$ cat src/rtl/mhpq_pkg.sv
// mhpq_pkg: shared types and constants of the max-heap priority queue core
// no dependencies; used by mhpq_cell and max_heap_priority_queue_core
`default_nettype none

package mhpq_pkg;

    localparam int DEF_CAPACITY    = 64;
    localparam int DEF_VALUE_WIDTH = 32;

    localparam logic ACT_INSERT = 1'b0;
    localparam logic ACT_REMOVE = 1'b1;

    typedef enum logic [1:0] {
        ST_OK    = 2'd0,
        ST_EMPTY = 2'd1,
        ST_FULL  = 2'd2
    } t_status;

    // per-cycle command broadcast to every cell
    typedef struct packed {
        logic insert;
        logic remove;
    } t_cell_ctl;

endpackage

`default_nettype wire

$ cat src/rtl/mhpq_cell.sv
// mhpq_cell: one slot of the sorted cell row, largest value toward cell 0
// depends on mhpq_pkg for the command struct
`default_nettype none

module mhpq_cell #(
    parameter int VALUE_WIDTH = mhpq_pkg::DEF_VALUE_WIDTH
) (
    input  wire logic                   i_clk,
    input  wire mhpq_pkg::t_cell_ctl    i_ctl,
    input  wire logic [VALUE_WIDTH-1:0] i_value,
    input  wire logic                   i_occupied,
    input  wire logic [VALUE_WIDTH-1:0] i_left_value,
    input  wire logic                   i_left_keep,
    input  wire logic [VALUE_WIDTH-1:0] i_right_value,
    output logic      [VALUE_WIDTH-1:0] o_value,
    output logic      [VALUE_WIDTH-1:0] o_next_value,
    output logic                        o_keep
);

    logic [VALUE_WIDTH-1:0] r_value;
    logic [VALUE_WIDTH-1:0] n_value;

    // slot holds its value when it is filled and not below the new one
    assign o_keep = i_occupied && ($signed(r_value) >= $signed(i_value));

    always_comb begin
        n_value = r_value;
        if (i_ctl.insert) begin
            if (o_keep) begin
                n_value = r_value;
            end else if (i_left_keep) begin
                n_value = i_value;
            end else begin
                n_value = i_left_value;
            end
        end else if (i_ctl.remove) begin
            n_value = i_right_value;
        end
    end

    always_ff @(posedge i_clk) begin
        r_value <= n_value;
    end

    assign o_value      = r_value;
    assign o_next_value = n_value;

endmodule

`default_nettype wire

$ cat config.mk
export PLATFORM = sky130hd
export DESIGN_NAME = mhpq_cell
export DESIGN_NICKNAME = d
export VERILOG_FILES = /design/src/rtl/mhpq_pkg.sv /design/src/rtl/mhpq_cell.sv
export SDC_FILE = /design/constraint.sdc
export NUM_CORES = 1
export LEC_CHECK = 0
export BUFFER_PORTS_ARGS = -buffer_cell sky130_fd_sc_hd__buf_2
export CAP_MARGIN = 40
export CORE_MARGIN = 3
export CORE_UTILIZATION = 46
export DETAILED_ROUTE_END_ITERATION = 12
export PLACE_DENSITY_LB_ADDON = 0.08
export SLEW_MARGIN = 25
export SYNTH_ARGS = -nofsm -noshare
export SYNTH_HDL_FRONTEND = slang
export SYNTH_SLANG_ARGS = --single-unit
$ cat constraint.sdc
create_clock -name i_clk -period 2.7 [get_ports i_clk]
set_input_delay 0.135 -clock i_clk [delete_from_list [all_inputs] [get_ports i_clk]]
set_output_delay 0.135 -clock i_clk [all_outputs]
set_load 0.02 [all_outputs]
== After elaboration in Yosys (flattened, before gate mapping) ==
Cells that the tools add are included.

* Muxes and demuxes: 4
* Order comparisons: 1
* Reductions and logical operators: 1

{| class="wikitable"
|+ Operator list
! cell !! number
|-
| $mux W32 || 4
|-
| $ge A32 B32 Y1 || 1
|-
| $logic_and A1 B1 Y1 || 1
|}

* Word-level logic and storage cells: 7
* Input bits: 101
* Bits in registers: 32
* Output and inout port bits: 65

== Longest topological paths before layout ==
* Depth in word-level cells: 4
* Gate-level depth with buffers: 10
* Gate-level depth less buffers: 8

== Worst setup path after synthesis ==
Ideal clock, no wire load.

* Kind: reg2reg
* Start point: register r_value[30] (netlist: o_value[30])
* End point: register r_value[10] (netlist: o_value[10])
* Setup time: 0.203 ns
* Data arrival time: 2.225 ns
* Cell stages (with the launch flop): 9
* Required time: 2.497 ns
* Setup slack: 0.272 ns
* Clock period less this slack: 2.428 ns
* Path buffers: 1
* Cells stage by stage: dfxtp_1 ha_1 nand4_2 nor4_4 a221oi_2 mux2i_2 buf_6 o311ai_1 nand3_1

* Longest elaborated chain between the ends: 4

{| class="wikitable"
|+ Ends and longest elaborated chain
! item !! RTL line !! text
|-
| start: declaration || mhpq_cell.sv:20 || <nowiki>logic [VALUE_WIDTH-1:0] r_value;</nowiki>
|-
| start signal: assignment || mhpq_cell.sv:42 || <nowiki>r_value <= n_value;</nowiki>
|-
| $ge A32 B32 Y1 || mhpq_cell.sv:24 || <nowiki>assign o_keep = i_occupied && ($signed(r_value) >= $signed(i_value));</nowiki>
|-
| $logic_and A1 B1 Y1 || mhpq_cell.sv:24 ||
|-
| $mux W32 || mhpq_cell.sv:29 || <nowiki>if (o_keep) begin</nowiki>
|-
| $mux W32 || mhpq_cell.sv:28 || <nowiki>if (i_ctl.insert) begin</nowiki>
|-
| via o_next_value[10] || mhpq_cell.sv:16 || <nowiki>output logic [VALUE_WIDTH-1:0] o_next_value,</nowiki>
|}

The timed path passes the listed nets, and every way through them passes these cells.

== Worst setup path in the final report ==
* Start point: register r_value[27] (netlist: o_value[27])
* End point: output o_next_value[7]

* Longest elaborated chain between the ends: 4

{| class="wikitable"
|+ Ends and longest elaborated chain
! item !! RTL line
|-
| $ge A32 B32 Y1 || mhpq_cell.sv:24
|-
| $logic_and A1 B1 Y1 || mhpq_cell.sv:24
|-
| $mux W32 || mhpq_cell.sv:29
|-
| $mux W32 || mhpq_cell.sv:28
|-
| end: declaration || mhpq_cell.sv:16
|}

No other way between the ends.

==> run metrics <==
worst-path fanout max 8; Global Route Usage Sum 27.5%; Yosys cell types 36; Hold Slack 0.101 ns; Max Cap Viol 0; die area 7850 µm²; leak pwr 2.32 nW; layout cells sized above 1 60.2%; Register Area 648 µm²; Die Width 88.6 µm; area share of the largest cell type after synthesis 20.4%; Mapped Area 3140 µm²; Worst-Margin Slew 0.816 ns; worst setup slack after layout -0.202 ns; WP data required 2.57 ns; post-DP HPWL 7610 µm; Placer Congestion 0.843; I/O pin total 166; DRC Markers 0; max reg flops 32; layout filler cell count 448; Area Growth Syn to Fin 62.5%; row cnt 29; PwrDens 579 nW/µm²; Critical Path AT 2.77 ns; Initial DRC Count 200; diodes inserted 0; Vias 3,940; DR vias/cell 6.30; Synth Register Bits 32; CTS buffer count 5; Crit Path Category flip-flop to primary output; IO buf count 165; Critical Path Source Type flip-flop; most frequent cells in the layout 135 x buf_2, 50 x buf_4, 34 x inv_1; vias in the first global route 3,665; clock sinks 32; RSZ-0062 raised after global routing yes; relative slew slack 45.6%; cell count after synthesis 354; # nets final 681; clock latency on the worst-skew pair 0.29 ns; Final Critical Period 2.90 ns; initial antenna violation count 0; worst hold path class input pin to flip-flop; Reg clk slew, reported paths 0.08 ns; Synth area leaders dfxtp_1 20%, ha_1 13%, mux2_2 11%; antenna violation net count after detailed routing 0; gr ovfl total 0; root buffer cell clkbuf_8; CP Capture Type primary output; Tcrit/Tclk final 107%; Worst VDD drop 0.314 mV; Mapped Nets 487; Max Fclk 345 MHz; Routed Wire Length 12,500 µm; H-tree depth 2; Final Max Slew Viols 0; Mean Syn Cell Area 8.87 µm²; Hold-fix buffers, CTS 0; CTS tree built; area of the multi-input gates 2640 µm²; skew final 0.00755 ns; leading cell type in the layout, fill and taps excluded buf_2; failing checks negative setup slack; setup TNS -4.63 ns; Seq/Total Area, Yosys 20.4%; Die H 88.6 µm; Wirelength per Cell 20.0 µm; largest net degree at the start of global routing 36; DRT Pass-1 Iters 5; first-pass GRT wire length 17,300 µm; area leader, netlist dfxtp_1; status finished with violations; final hold viol count 0; yosys warns 0; worst-case clock buffer depth 2; Pwr Total 2.95 mW; core area 6490 µm²; Setup violations, final 32; Starting Density 48.4%
cell families after synthesis:
family | after synthesis | share of synthesized area [%]
compound gates | 122 | 30.6
mux | 34 | 12.4
simple gates | 63 | 11.0
fa+ha+maj | 32 | 12.7
buf+inv | 71 | 12.9
flops | 32 | 20.4
worst paths after layout:
check	endpoint	slack, ns	start	cells past startpoint
worst max-delay path	o_next_value[7]	-0.20	o_value[27]	10
worst min-delay path	o_value[24]	0.10	i_right_value[24]	3
worst max register to register	o_value[0]	0.04	o_value[27]	12
worst min register to register	o_value[11]	0.58	o_value[11]	2
critical path, cell delays in order (launching register included):
cell	delay, ns
dfxtp_1	0.40
ha_4	0.23
nand4_4	0.10
nor4_4	0.06
buf_4	0.15
a221oi_4	0.39
mux2i_4	0.48
buf_6	0.23
o311ai_2	0.14
nand3_1	0.14
buf_4	0.16
layout make-up:
class                           instances  share of cell area (%)
Tap cell                               77                    1.89
Sequential cell                        32                    12.7
Inverter                               34                    2.50
Multi-Input combinational cell        253                    51.8
Timing Repair Buffer                  222                    29.6
Clock buffer                            6                    1.42
Clock inverter                          1                  0.0980
per-layer routing:
layer	share of wire, %	global-route usage [%]	up-vias
met5	0	0	-
met1	39	35.4	1858
met3	8.6	4.84	41
met4	3.0	6.87	0
met2	49	47.4	227
li1	-	-	1814
per-stage QoR:
stage / instances / cell area (µm²) / util (%) / setup WS [ns]
2_1_floorplan: 354 / 3140 / - / 0.272
3_3_place_gp: 593 / 4070 / 62.7 / -0.138
3_5_place_dp: 594 / 4090 / 62.9 / 0.0181
4_1_cts: 619 / 4510 / 69.5 / -0.0603
5_1_grt: 625 / 5100 / 78.6 / -0.333
6_report: 625 / 5100 / 78.6 / -0.202
Yosys cell counts:
cell type / instances
ha_1: 32
dfxtp_1: 32
mux2_4: 1
dlymetal6s2s_1: 2
clkbuf_1: 7
buf_2: 7
nor2b_1: 2
nand4_1: 6
nand2_2: 1
o21ai_1: 4
o21ai_0: 2
nand4_2: 2
mux2_2: 32
a2111o_1: 1
a211oi_1: 1
inv_1: 34
o2111ai_1: 33
nand3_1: 36
clkbuf_2: 1
and4_1: 1
a21oi_1: 14
o211ai_1: 1
clkbuf_4: 2
nand2b_1: 1
buf_4: 4
nor2_1: 4
mux2i_2: 1
buf_6: 3
dlygate4sd3_1: 8
nand2_1: 9
a221oi_2: 1
o311ai_1: 32
o221ai_1: 1
a22oi_1: 32
dlygate4sd1_1: 3
nor4_4: 1
timing repair:
item / CTS / global route
endpoints found under the setup margin: 32 / 35
gates cloned: 1 / 3
gates resized for setup: 41 / 99
buffers inserted: 17 / 7
pin swaps: 24 / 23
power by group:
group	total [mW]	internal [mW]	switching, mW
Combinational	1.88	0.856	1.03
Sequential	0.700	0.582	0.118
Clock	0.372	0.176	0.196
Total	2.95	1.61	1.34
(Power assumes the default switching activity.)
